**src/design/ssd_pkg.sv**
```systemverilog
// Package: shared types, constants and segment tables for the seven-segment shift driver.
`default_nettype none

package ssd_pkg;

  // Default number of bits shifted per word
  localparam int unsigned SHIFT_BITS_DEF = 32;

  // Width of the segment word built by the front end
  localparam int unsigned SEG_W = 32;

  // Reciprocal multiply for division by ten, exact for any 16-bit value
  localparam logic [16:0] DIV10_MUL = 17'd52429;
  localparam int unsigned DIV10_SHIFT = 19;

  // Command codes
  localparam logic CMD_DECIMAL = 1'b0;
  localparam logic CMD_RAW     = 1'b1;

  // Input word
  typedef struct packed {
    logic        command;
    logic [15:0] display_value;
    logic [31:0] raw_word;
  } in_word_t;

  // Output word
  typedef struct packed {
    logic serial_data;
    logic shift_strobe;
    logic latch_strobe;
    logic last;
  } out_word_t;

  // Front end states
  typedef enum logic [1:0] {
    FE_IDLE,
    FE_DIV,
    FE_PUSH
  } fe_state_t;

  // Half-word code for hundreds and units digits (layout PCDE--------GFAB)
  function automatic logic [15:0] half_code(input logic [3:0] d);
    logic [15:0] c;
    case (d)
      4'd0:    c = 16'h7007;
      4'd1:    c = 16'h4001;
      4'd2:    c = 16'h300B;
      4'd3:    c = 16'h600B;
      4'd4:    c = 16'h400D;
      4'd5:    c = 16'h600E;
      4'd6:    c = 16'h700E;
      4'd7:    c = 16'h4003;
      4'd8:    c = 16'h700F;
      4'd9:    c = 16'h600F;
      default: c = 16'h0000;
    endcase
    return c;
  endfunction

  // Tens digit code at bits 4..11 with decimal point lit
  function automatic logic [15:0] tens_code(input logic [3:0] d);
    logic [15:0] c;
    case (d)
      4'd0:    c = 16'h0F70;
      4'd1:    c = 16'h0C10;
      4'd2:    c = 16'h0BB0;
      4'd3:    c = 16'h0EB0;
      4'd4:    c = 16'h0CD0;
      4'd5:    c = 16'h0EE0;
      4'd6:    c = 16'h0FE0;
      4'd7:    c = 16'h0C30;
      4'd8:    c = 16'h0FF0;
      4'd9:    c = 16'h0EF0;
      default: c = 16'h0000;
    endcase
    return c;
  endfunction

endpackage

`default_nettype wire

```
**src/design/seven_segment_shift_driver.sv**
```systemverilog
// Top level: seven-segment shift-register driver (front end, word queue, back end).
// Each word gives SHIFT_BITS+1 results (33 by default): SHIFT_BITS shift bits, then a latch.
// The back end gives one result per cycle unless out_ready stalls it, SHIFT_BITS+1 per word.
// Raw words go via push state and queue; decimal words first take three divide-by-ten steps.
// A new word is taken while the previous one is still shifting; the queue holds two words.
// Reset is synchronous, active high, and empties the front end, queue and sequencer.
`default_nettype none

module seven_segment_shift_driver #(
  parameter int unsigned SHIFT_BITS = ssd_pkg::SHIFT_BITS_DEF
) (
  input  wire logic              clk,
  input  wire logic              rst,
  input  wire logic              in_valid,
  output logic                   in_ready,
  input  wire ssd_pkg::in_word_t  in_word,
  output logic                   out_valid,
  input  wire logic              out_ready,
  output ssd_pkg::out_word_t     out_word
);
  import ssd_pkg::*;

  logic        f_valid;
  logic        f_ready;
  logic [31:0] f_data;
  logic        b_valid;
  logic        b_ready;
  logic [31:0] b_data;

  // Classify and build segment words
  ssd_front u_front (
    .clk        (clk),
    .rst        (rst),
    .in_valid   (in_valid),
    .in_ready   (in_ready),
    .in_word    (in_word),
    .push_valid (f_valid),
    .push_ready (f_ready),
    .push_data  (f_data)
  );

  // Decouple the two ends
  ssd_queue u_queue (
    .clk        (clk),
    .rst        (rst),
    .push_valid (f_valid),
    .push_ready (f_ready),
    .push_data  (f_data),
    .pop_valid  (b_valid),
    .pop_ready  (b_ready),
    .pop_data   (b_data)
  );

  // Serialize
  ssd_back #(
    .SHIFT_BITS (SHIFT_BITS)
  ) u_back (
    .clk       (clk),
    .rst       (rst),
    .pop_valid (b_valid),
    .pop_ready (b_ready),
    .pop_data  (b_data),
    .out_valid (out_valid),
    .out_ready (out_ready),
    .out_word  (out_word)
  );

endmodule

`default_nettype wire

```
**src/design/ssd_front.sv**
```systemverilog
// Front end: accepts words, splits decimal values into digits, builds segment words.
`default_nettype none

module ssd_front (
  input  wire logic             clk,
  input  wire logic             rst,
  input  wire logic             in_valid,
  output logic                  in_ready,
  input  wire ssd_pkg::in_word_t in_word,
  output logic                  push_valid,
  input  wire logic             push_ready,
  output logic [31:0]           push_data
);
  import ssd_pkg::*;

  fe_state_t   state, state_next;
  logic [1:0]  step;
  logic [15:0] val;
  logic [3:0]  unit_d;
  logic [3:0]  tens_d;
  logic [31:0] word;

  logic [32:0] prod;
  logic [12:0] quot;
  logic [15:0] ten_q;
  logic [15:0] rem_full;
  logic [3:0]  digit;
  logic        accept;

  // One division by ten per cycle
  always_comb begin
    prod     = val * DIV10_MUL;
    quot     = prod[DIV10_SHIFT+12:DIV10_SHIFT];
    ten_q    = {quot, 3'b000} + {2'b00, quot, 1'b0};
    rem_full = val - ten_q;
    digit    = rem_full[3:0];
  end

  // Next state and handshakes
  always_comb begin
    state_next = state;
    push_valid = 1'b0;
    in_ready   = 1'b0;
    unique case (state)
      FE_IDLE: begin
        in_ready = 1'b1;
      end
      FE_DIV: begin
        if (step == 2'd2) begin
          state_next = FE_PUSH;
        end
      end
      FE_PUSH: begin
        push_valid = 1'b1;
        if (push_ready) begin
          in_ready   = 1'b1;
          state_next = FE_IDLE;
        end
      end
      default: state_next = FE_IDLE;
    endcase
    accept = in_valid && in_ready;
    if (accept) begin
      state_next = (in_word.command == CMD_RAW) ? FE_PUSH : FE_DIV;
    end
  end

  assign push_data = word;

  // State register
  always_ff @(posedge clk) begin
    if (rst) begin
      state <= FE_IDLE;
    end else begin
      state <= state_next;
    end
  end

  // Digit extraction and word assembly
  always_ff @(posedge clk) begin
    if (accept) begin
      val  <= in_word.display_value;
      step <= 2'd0;
      word <= in_word.raw_word;
    end else if (state == FE_DIV) begin
      val  <= {3'b000, quot};
      step <= step + 2'd1;
      case (step)
        2'd0:    unit_d <= digit;
        2'd1:    tens_d <= digit;
        default: word <= {half_code(digit), 16'h0000}
                         | {16'h0000, tens_code(tens_d)}
                         | {16'h0000, half_code(unit_d)}
                         | 32'h0000_0001;
      endcase
    end
  end

  // Checks
  a_step_range: assert property (@(posedge clk) disable iff (rst)
    state == FE_DIV |-> step != 2'd3)
    else $error("front: digit step out of range");
  a_push_only_ready: assert property (@(posedge clk) disable iff (rst)
    push_valid && !push_ready |=> push_valid && $stable(push_data))
    else $error("front: pending word dropped or changed");
  a_no_accept_busy: assert property (@(posedge clk) disable iff (rst)
    state == FE_DIV |-> !in_ready)
    else $error("front: ready while converting");

endmodule

`default_nettype wire

```
**src/design/ssd_queue.sv**
```systemverilog
// Two-entry queue of segment words between front and back ends.
`default_nettype none

module ssd_queue (
  input  wire logic        clk,
  input  wire logic        rst,
  input  wire logic        push_valid,
  output logic             push_ready,
  input  wire logic [31:0] push_data,
  output logic             pop_valid,
  input  wire logic        pop_ready,
  output logic [31:0]      pop_data
);
  import ssd_pkg::*;

  logic [31:0] entry [2];
  logic        wr_ptr;
  logic        rd_ptr;
  logic [1:0]  count;
  logic        do_push;
  logic        do_pop;

  always_comb begin
    push_ready = (count != 2'd2);
    pop_valid  = (count != 2'd0);
    pop_data   = entry[rd_ptr];
    do_push    = push_valid && push_ready;
    do_pop     = pop_valid && pop_ready;
  end

  // Pointers and fill count
  always_ff @(posedge clk) begin
    if (rst) begin
      wr_ptr <= 1'b0;
      rd_ptr <= 1'b0;
      count  <= 2'd0;
    end else begin
      if (do_push) wr_ptr <= !wr_ptr;
      if (do_pop)  rd_ptr <= !rd_ptr;
      case ({do_push, do_pop})
        2'b10:   count <= count + 2'd1;
        2'b01:   count <= count - 2'd1;
        default: count <= count;
      endcase
    end
  end

  // Storage
  always_ff @(posedge clk) begin
    if (do_push) begin
      entry[wr_ptr] <= push_data;
    end
  end

  // Checks
  a_count_max: assert property (@(posedge clk) disable iff (rst)
    count != 2'd3)
    else $error("queue: count overflow");
  a_ptr_count: assert property (@(posedge clk) disable iff (rst)
    (count == 2'd0 || count == 2'd2) |-> wr_ptr == rd_ptr)
    else $error("queue: pointers disagree with count");
  a_ptr_one: assert property (@(posedge clk) disable iff (rst)
    count == 2'd1 |-> wr_ptr != rd_ptr)
    else $error("queue: pointers disagree with single entry");

endmodule

`default_nettype wire

```
**src/design/ssd_back.sv**
```systemverilog
// Back end: shifts each segment word out bit by bit, then issues the latch pulse.
`default_nettype none

module ssd_back #(
  parameter int unsigned SHIFT_BITS = ssd_pkg::SHIFT_BITS_DEF
) (
  input  wire logic         clk,
  input  wire logic         rst,
  input  wire logic         pop_valid,
  output logic              pop_ready,
  input  wire logic [31:0]  pop_data,
  output logic              out_valid,
  input  wire logic         out_ready,
  output ssd_pkg::out_word_t out_word
);
  import ssd_pkg::*;

  localparam int unsigned CW = $clog2(SHIFT_BITS + 1);

  logic          active;
  logic [CW-1:0] cnt;
  logic [31:0]   sh;
  logic          slot_free;
  logic          adv;
  logic          at_latch;

  always_comb begin
    slot_free = !out_valid || out_ready;
    adv       = slot_free && (active || pop_valid);
    pop_ready = slot_free && !active;
    at_latch  = (cnt == CW'(SHIFT_BITS));
  end

  // Sequencer control
  always_ff @(posedge clk) begin
    if (rst) begin
      active    <= 1'b0;
      out_valid <= 1'b0;
      cnt       <= '0;
    end else begin
      if (slot_free) out_valid <= active || pop_valid;
      if (adv) begin
        if (!active) begin
          active <= 1'b1;
          cnt    <= CW'(1);
        end else if (at_latch) begin
          active <= 1'b0;
        end else begin
          cnt <= cnt + CW'(1);
        end
      end
    end
  end

  // Shift register and output word
  always_ff @(posedge clk) begin
    if (adv) begin
      if (!active) begin
        sh       <= {1'b0, pop_data[31:1]};
        out_word <= '{serial_data: pop_data[0], shift_strobe: 1'b1,
                      latch_strobe: 1'b0, last: 1'b0};
      end else if (at_latch) begin
        out_word <= '{serial_data: 1'b0, shift_strobe: 1'b0,
                      latch_strobe: 1'b1, last: 1'b1};
      end else begin
        sh       <= {1'b0, sh[31:1]};
        out_word <= '{serial_data: sh[0], shift_strobe: 1'b1,
                      latch_strobe: 1'b0, last: 1'b0};
      end
    end
  end

  // Checks
  a_cnt_range: assert property (@(posedge clk) disable iff (rst)
    active |-> cnt != '0 && cnt <= CW'(SHIFT_BITS))
    else $error("back: bit count out of range");
  a_latch_excl: assert property (@(posedge clk) disable iff (rst)
    out_valid |-> out_word.shift_strobe != out_word.latch_strobe)
    else $error("back: shift and latch together");
  a_latch_ends: assert property (@(posedge clk) disable iff (rst)
    adv && active && at_latch |=> !active)
    else $error("back: sequence did not end after latch");
  a_no_pop_busy: assert property (@(posedge clk) disable iff (rst)
    active |-> !pop_ready)
    else $error("back: taking a word mid-sequence");

endmodule

`default_nettype wire
```
**config.mk**
```make
export PLATFORM = sky130hd
export DESIGN_NAME = seven_segment_shift_driver
export DESIGN_NICKNAME = d
export VERILOG_FILES = /design/src/design/ssd_pkg.sv /design/src/design/seven_segment_shift_driver.sv /design/src/design/ssd_front.sv /design/src/design/ssd_queue.sv /design/src/design/ssd_back.sv
export SDC_FILE = /design/constraint.sdc
export NUM_CORES = 1
export LEC_CHECK = 0
export BUFFER_PORTS_ARGS = -buffer_cell sky130_fd_sc_hd__buf_2
export CORE_UTILIZATION = 55
export CTS_CLUSTER_DIAMETER = 100
export CTS_CLUSTER_SIZE = 25
export DETAILED_ROUTE_END_ITERATION = 12
export PLACE_DENSITY = 0.77
export SYNTH_ARGS = -nofsm -noshare
export SYNTH_HDL_FRONTEND = slang
export SYNTH_SLANG_ARGS = --single-unit
```
**constraint.sdc**
```tcl
create_clock -name clk -period 12.4 [get_ports clk]
set_input_delay 0.62 -clock clk [delete_from_list [all_inputs] [get_ports clk]]
set_output_delay 0.62 -clock clk [all_outputs]
set_load 0.03 [all_outputs]
```
# Word-level counts from Yosys, hierarchy flattened
# Memories as Yosys holds them, arrays and structs flattened. A register that Yosys moved wholly into a read port is not among the register bits.
# Cells that the tools add are included.
[op_classes] eq_ne=13 addsub=6 reduce_logical=22 multipliers=1 n_bitwise=3 mux=37
[ops] operator="$mux 16" count=11
[ops] operator="$mux 32" count=3
[ops] operator="$or 32x16->32" count=2
[ops] operator="$mux 31" count=2
[ops] operator="$mul 16x16->32 const B" count=1
[ops] operator="$mux 4" count=4
[ops] operator="$mux 6" count=2
[ops] operator="$reduce_and 3->1" count=3
[ops] operator="$mux 1" count=8
[ops] operator="$mux 2" count=4
[ops] operator="$add 6x1->6 const B" count=1
[ops] operator="$eq 2x1->1 const B" count=3
[ops] operator="$eq 2x2->1 const B" count=3
[ops] operator="$eq 6x6->1 const B" count=1
[ops] operator="$pmux 2 s3" count=1
[ops] operator="$reduce_bool 2->1" count=3
[ops] operator="$logic_and 1x1->1" count=5
[ops] operator="$add 2x1->2 const B" count=2
[ops] operator="$add 4x4->4" count=1
[ops] operator="$logic_not 1->1" count=4
[ops] operator="$logic_not 2->1" count=2
[ops] operator="$ne 2x1->1 const B" count=2
[ops] operator="$ne 2x2->1 const B" count=2
[ops] operator="$pmux 2 s2" count=1
[ops] operator="9 further kinds" count=11
[totals] out_inout_bits=6 elab_cells=103 mem_count=4 register_bits=107 inputBits=53 rom_bits=352 ram_bits=64
[memory_table] name="(name not given)" depth=16 word_bits=8 rd=1 rd_clocked_by_memory_dff=1 wr=0 line_no="ssd_pkg.sv:64" source="case (d)"
[memory_table] name="(name not given)" depth=16 word_bits=7 rd=1 rd_clocked_by_memory_dff=0 wr=0 line_no="ssd_pkg.sv:45" source="case (d)"
[memory_table] name="(name not given)" depth=16 word_bits=7 rd=1 rd_clocked_by_memory_dff=1 wr=0 line_no="ssd_pkg.sv:45"
[memory_table] name="u_queue.entry" depth=2 word_bits=32 rd=1 rd_clocked_by_memory_dff=1 wr=1 line_no="ssd_queue.sv:16" source="logic [31:0] entry [2];"

# Logic depth before layout (Yosys ltp)
# An unclocked memory read counts as a cell.
[depth] depth_word=12 ltp_mapped=31 mapped_depth_nobuf=31

# By module
# Synthesis repeated with hierarchy kept, for this count alone.
[unflattened] hier_cells=1027 area_unflattened_um2=12315.6
[modules_own_cells] mod="ssd_front" cells_each=776 seq_area_each_um2=2042.0 n_inst=1 area_per_inst_um2=7935.1
[modules_own_cells] mod="ssd_queue" cells_each=124 seq_area_each_um2=2021.9 n_inst=1 area_per_inst_um2=2523.7
[modules_own_cells] mod="ssd_back" cells_each=127 seq_area_each_um2=1181.1 n_inst=1 area_per_inst_um2=1856.8

# Worst setup path after synthesis
# Ideal clock, no wire load.
[synth_path] path_kind="register -> register" startpoint="register u_front.val[10]" endpoint="register (tool-made name)" arrival_time_ps=6672 stages_incl_launch_ff=29 slack_ps=5658 n_path_buf=0 required_time_ps=12330 period_less_slack_ps=6742 setup_ps=70 cell_sequence="edfxtp_1 > ha_1 > ha_1 > inv_1 > fa_1 > inv_1 > fa_1 > fa_1 > inv_1 > fa_1 > inv_1 > ha_1 > a21o_1 > a2111oi_0 > o21ai_0 > nand3_1 > a21oi_1 > nor2_1 > xnor2_1 > ha_1 > nor3b_1 > or3b_2 > o31a_1 > nand4_1 > xor2_4 > inv_2 > mux2i_4 > mux2i_1 > o2bb2ai_1"
[synth_lines] element="from (decl)" line_no="ssd_front.sv:18" source="logic [15:0] val;"
[synth_lines] element="from (signal assigned)" line_no="ssd_front.sv:82" source="val <= in_word.display_value;"
[synth_lines] element="from (signal assigned)" line_no="ssd_front.sv:86" source="val <= {3'b000, quot};"

==> key figures <==
Hold path
  – Worst Hold Class: reg2reg
  – HP Start: u_front.push_data[30]$_DFFE_PP_

Outcome
  – Status: completed

Final layout
  – Final instance area: 13400 um2
  – Share of cells above drive strength 1: 0.104
  – Fill count: 1720
  – Most common cell after layout, fill and taps aside: inv_1
  – FF+latch area: 5250 um2
  – Nets: 1398
  – Synth-to-layout area growth: 10.4%
  – Most frequent cells in the layout: inv_1, ha_1, edfxtp_1
  – Multi-input gate area: 6180 um2

Yosys
  – Synth Flop Type: edfxtp_1
  – Seq/Total Area, Yosys: 0.432
  – Post-synthesis net count: 1338
  – Ys Warns: 0
  – Top cell type by total area after synthesis: edfxtp_1
  – Syn Std Cell Area: 12100 um2
  – Number of distinct library cells after synthesis: 67
  – Syn Area/Cell: 11.6 um2
  – Seq cells post-synth: 185
  – Mapped Cells: 1049
  – Post-synth EDFFs: 154
  – Async set or reset register ratio after synthesis: 0
  – Ranking of synthesized cells by area: edfxtp_1, ha_1, fa_1
  – Share of the synthesized area in the top cell type: 0.381

Setup path
  – Setup CP Type: reg2reg
  – Critical Path Max Stage Delay: 490 ps
  – Worst setup EP type: flop
  – Critical path arrival: 8090 ps
  – CP Data Required Time: 12760 ps
  – CP max stage cell: edfxtp_1
  – Reg2Reg Launch Point: u_front.val[11]$_DFFE_PP_
  – CP max FO: 13
  – CP Launch Point: u_front.val[11]$_DFFE_PP_
  – Crit path launch type: flop

Clock tree
  – Post-CTS sizing: 0
  – Clock Path Buffers: 2
  – CTS clk-pin slew, worst paths: 90 ps
  – Setup Buffers After CTS: 0
  – Num CTS Buffers: 17
  – CTS tree: done
  – Clock latency on the worst-skew pair: 440 ps
  – CTS sink cnt: 185
  – Root Driver: clkbuf_16
  – CTS H-Tree Depth: 4
  – CTS hold repair buffers: 0

Detailed routing
  – Routed len/inst: 17.9 um
  – Final wirelength: 25100 um
  – DRT iter0 DRCs: 478
  – Vias per cell: 5.50
  – Remaining antenna violation count: 0
  – TritonRoute pass-1 iters: 5
  – Drt drc: 0
  – DR vias: 7714

Floorplan
  – Starting Density: 0.558
  – Die Y: 151 um
  – Rows: 54
  – Die area: 22700 um2
  – Core footprint: 21800 um2
  – I/O pins: 59
  – Die Span X: 151 um

GRT
  – Largest net degree at the start of global routing: 71
  – Initial antenna violation count: 1
  – Total track usage: 0.234
  – Vias in the first global route: 7791
  – First-pass GRT wire length: 39600 um
  – Grt total ovfl: 0

Place
  – Port buffer count: 58
  – Placed Area: 12800 um2
  – Hpwl dp: 19200 um
  – Final GP Congestion: 0.952

STA
  – Final count of pins violating max slew: 0
  – Fin. Hold Viols: 0
  – Final cycle utilization of the critical path: 0.624
  – Max_slew headroom: 0.308
  – Fin Setup TNS: 0 ps
  – Setup Skew: 26.2 ps
  – Endpoints failing setup: 0
  – Slew of the pin with the lowest slew margin: 1040 ps
  – Tmin final: 7740 ps
  – Hold slack: 442 ps
  – RSZ-0062 raised after global routing: false
  – Fmax: 0.129 GHz

Flow run
  – MaxCap Viol Count: 0
[metal layers]
layer  vias up  wire length [um]  global-route usage
met4         0               568              0.0800
li1       3695                 -                   -
met1      3770             10700               0.295
met5         -                 0                   0
met3        36              1140              0.0367
met2       213             12700               0.410
[cells by family (layout without fill, tap and decap cells)]
kind of cell	after synthesis	after routing	synth area share
adder cells (fa/ha/maj)	236	236	0.293
AND/OR/NAND/NOR	218	218	0.0821
multiplexers	42	42	0.0360
flip-flops	185	185	0.432
AO/OA/AOI/OAI	142	142	0.0738
buffers and inverters	197	270	0.0613
XOR/XNOR	29	29	0.0225
other	0	1	0
[through the flow]
| stage | util | worst slack [ps] | cells |
|---|---|---|---|
| 2_1_floorplan | - | 5660 | 1049 |
| 6_report | 0.616 | 4660 | 1403 |
| 4_1_cts | 0.616 | 4740 | 1402 |
| 3_3_place_gp | 0.587 | 5110 | 1370 |
| 5_1_grt | 0.616 | 4290 | 1403 |
| 3_5_place_dp | 0.587 | 4810 | 1370 |
[worst max-delay path: cells and delay by family, from the launching register on]
kind	cells	cell delay, ps
adder cells (fa/ha/maj)	8	3220
AO/OA/AOI/OAI	6	1250
AND/OR/NAND/NOR	6	1200
multiplexers	2	600
XOR/XNOR	2	530
flip-flops	1	490
buffers and inverters	5	360
[path summary, 6_finish.rpt]
check | slack [ps] | cells after the start | endpoint
hold reg to reg | 440 | 0 | u_queue.entry[0][30]$_DFFE_PP_
setup reg to reg | 4660 | 29 | flop
setup / recovery | 4660 | 29 | flop
hold / removal | 440 | 0 | u_queue.entry[0][30]$_DFFE_PP_
[sequential cells by signal, indices dropped and copies added (netlist names), 2 cells and up, named ones only]
signal	flops
u_front.state	2
u_front.val	16
u_back.out_word	3
u_front.unit_d	4
u_front.push_data	32
u_back.sh	31
u_back.cnt	6
u_queue.entry	64
u_queue.count	2
u_front.step	2
u_front.tens_d	4
[layout make-up]
cell class                      count  share of cell area
Antenna cell                        1            0.000187
Clock buffer                       17              0.0317
Clock inverter                     15              0.0150
Inverter                          171              0.0479
Multi-Input combinational cell    667               0.461
Sequential cell                   185               0.391
Tap cell                          280              0.0261
Timing Repair Buffer               67              0.0267
[synthesized netlist by cell type, types with 2 or more instances]
cell type	instances
inv_1	168
ha_1	156
edfxtp_1	154
nand2_1	101
fa_1	80
nor2_1	50
o21ai_0	45
mux2i_1	38
a21oi_1	32
dfxtp_1	31
clkbuf_1	19
and3_1	16
xnor2_1	15
a21o_1	13
xor2_1	13
nor3_1	9
nand3_1	8
nand2b_1	6
o21ai_1	6
and2_1	5
buf_1	5
o2bb2ai_1	5
o31ai_1	5
a211oi_1	4
nand4_1	4
or3_1	4
a221oi_1	3
mux2_2	3
nor3b_1	3
a21boi_0	2
a21boi_1	2
a22o_1	2
a32oi_1	2
inv_2	2
nor2b_1	2
o21a_1	2
o21bai_1	2
o221ai_1	2
o22ai_1	2
Power is left out: the tool's default activity adds up to more than one toggle a clock period on the data nets, which glitch-free logic cannot reach.
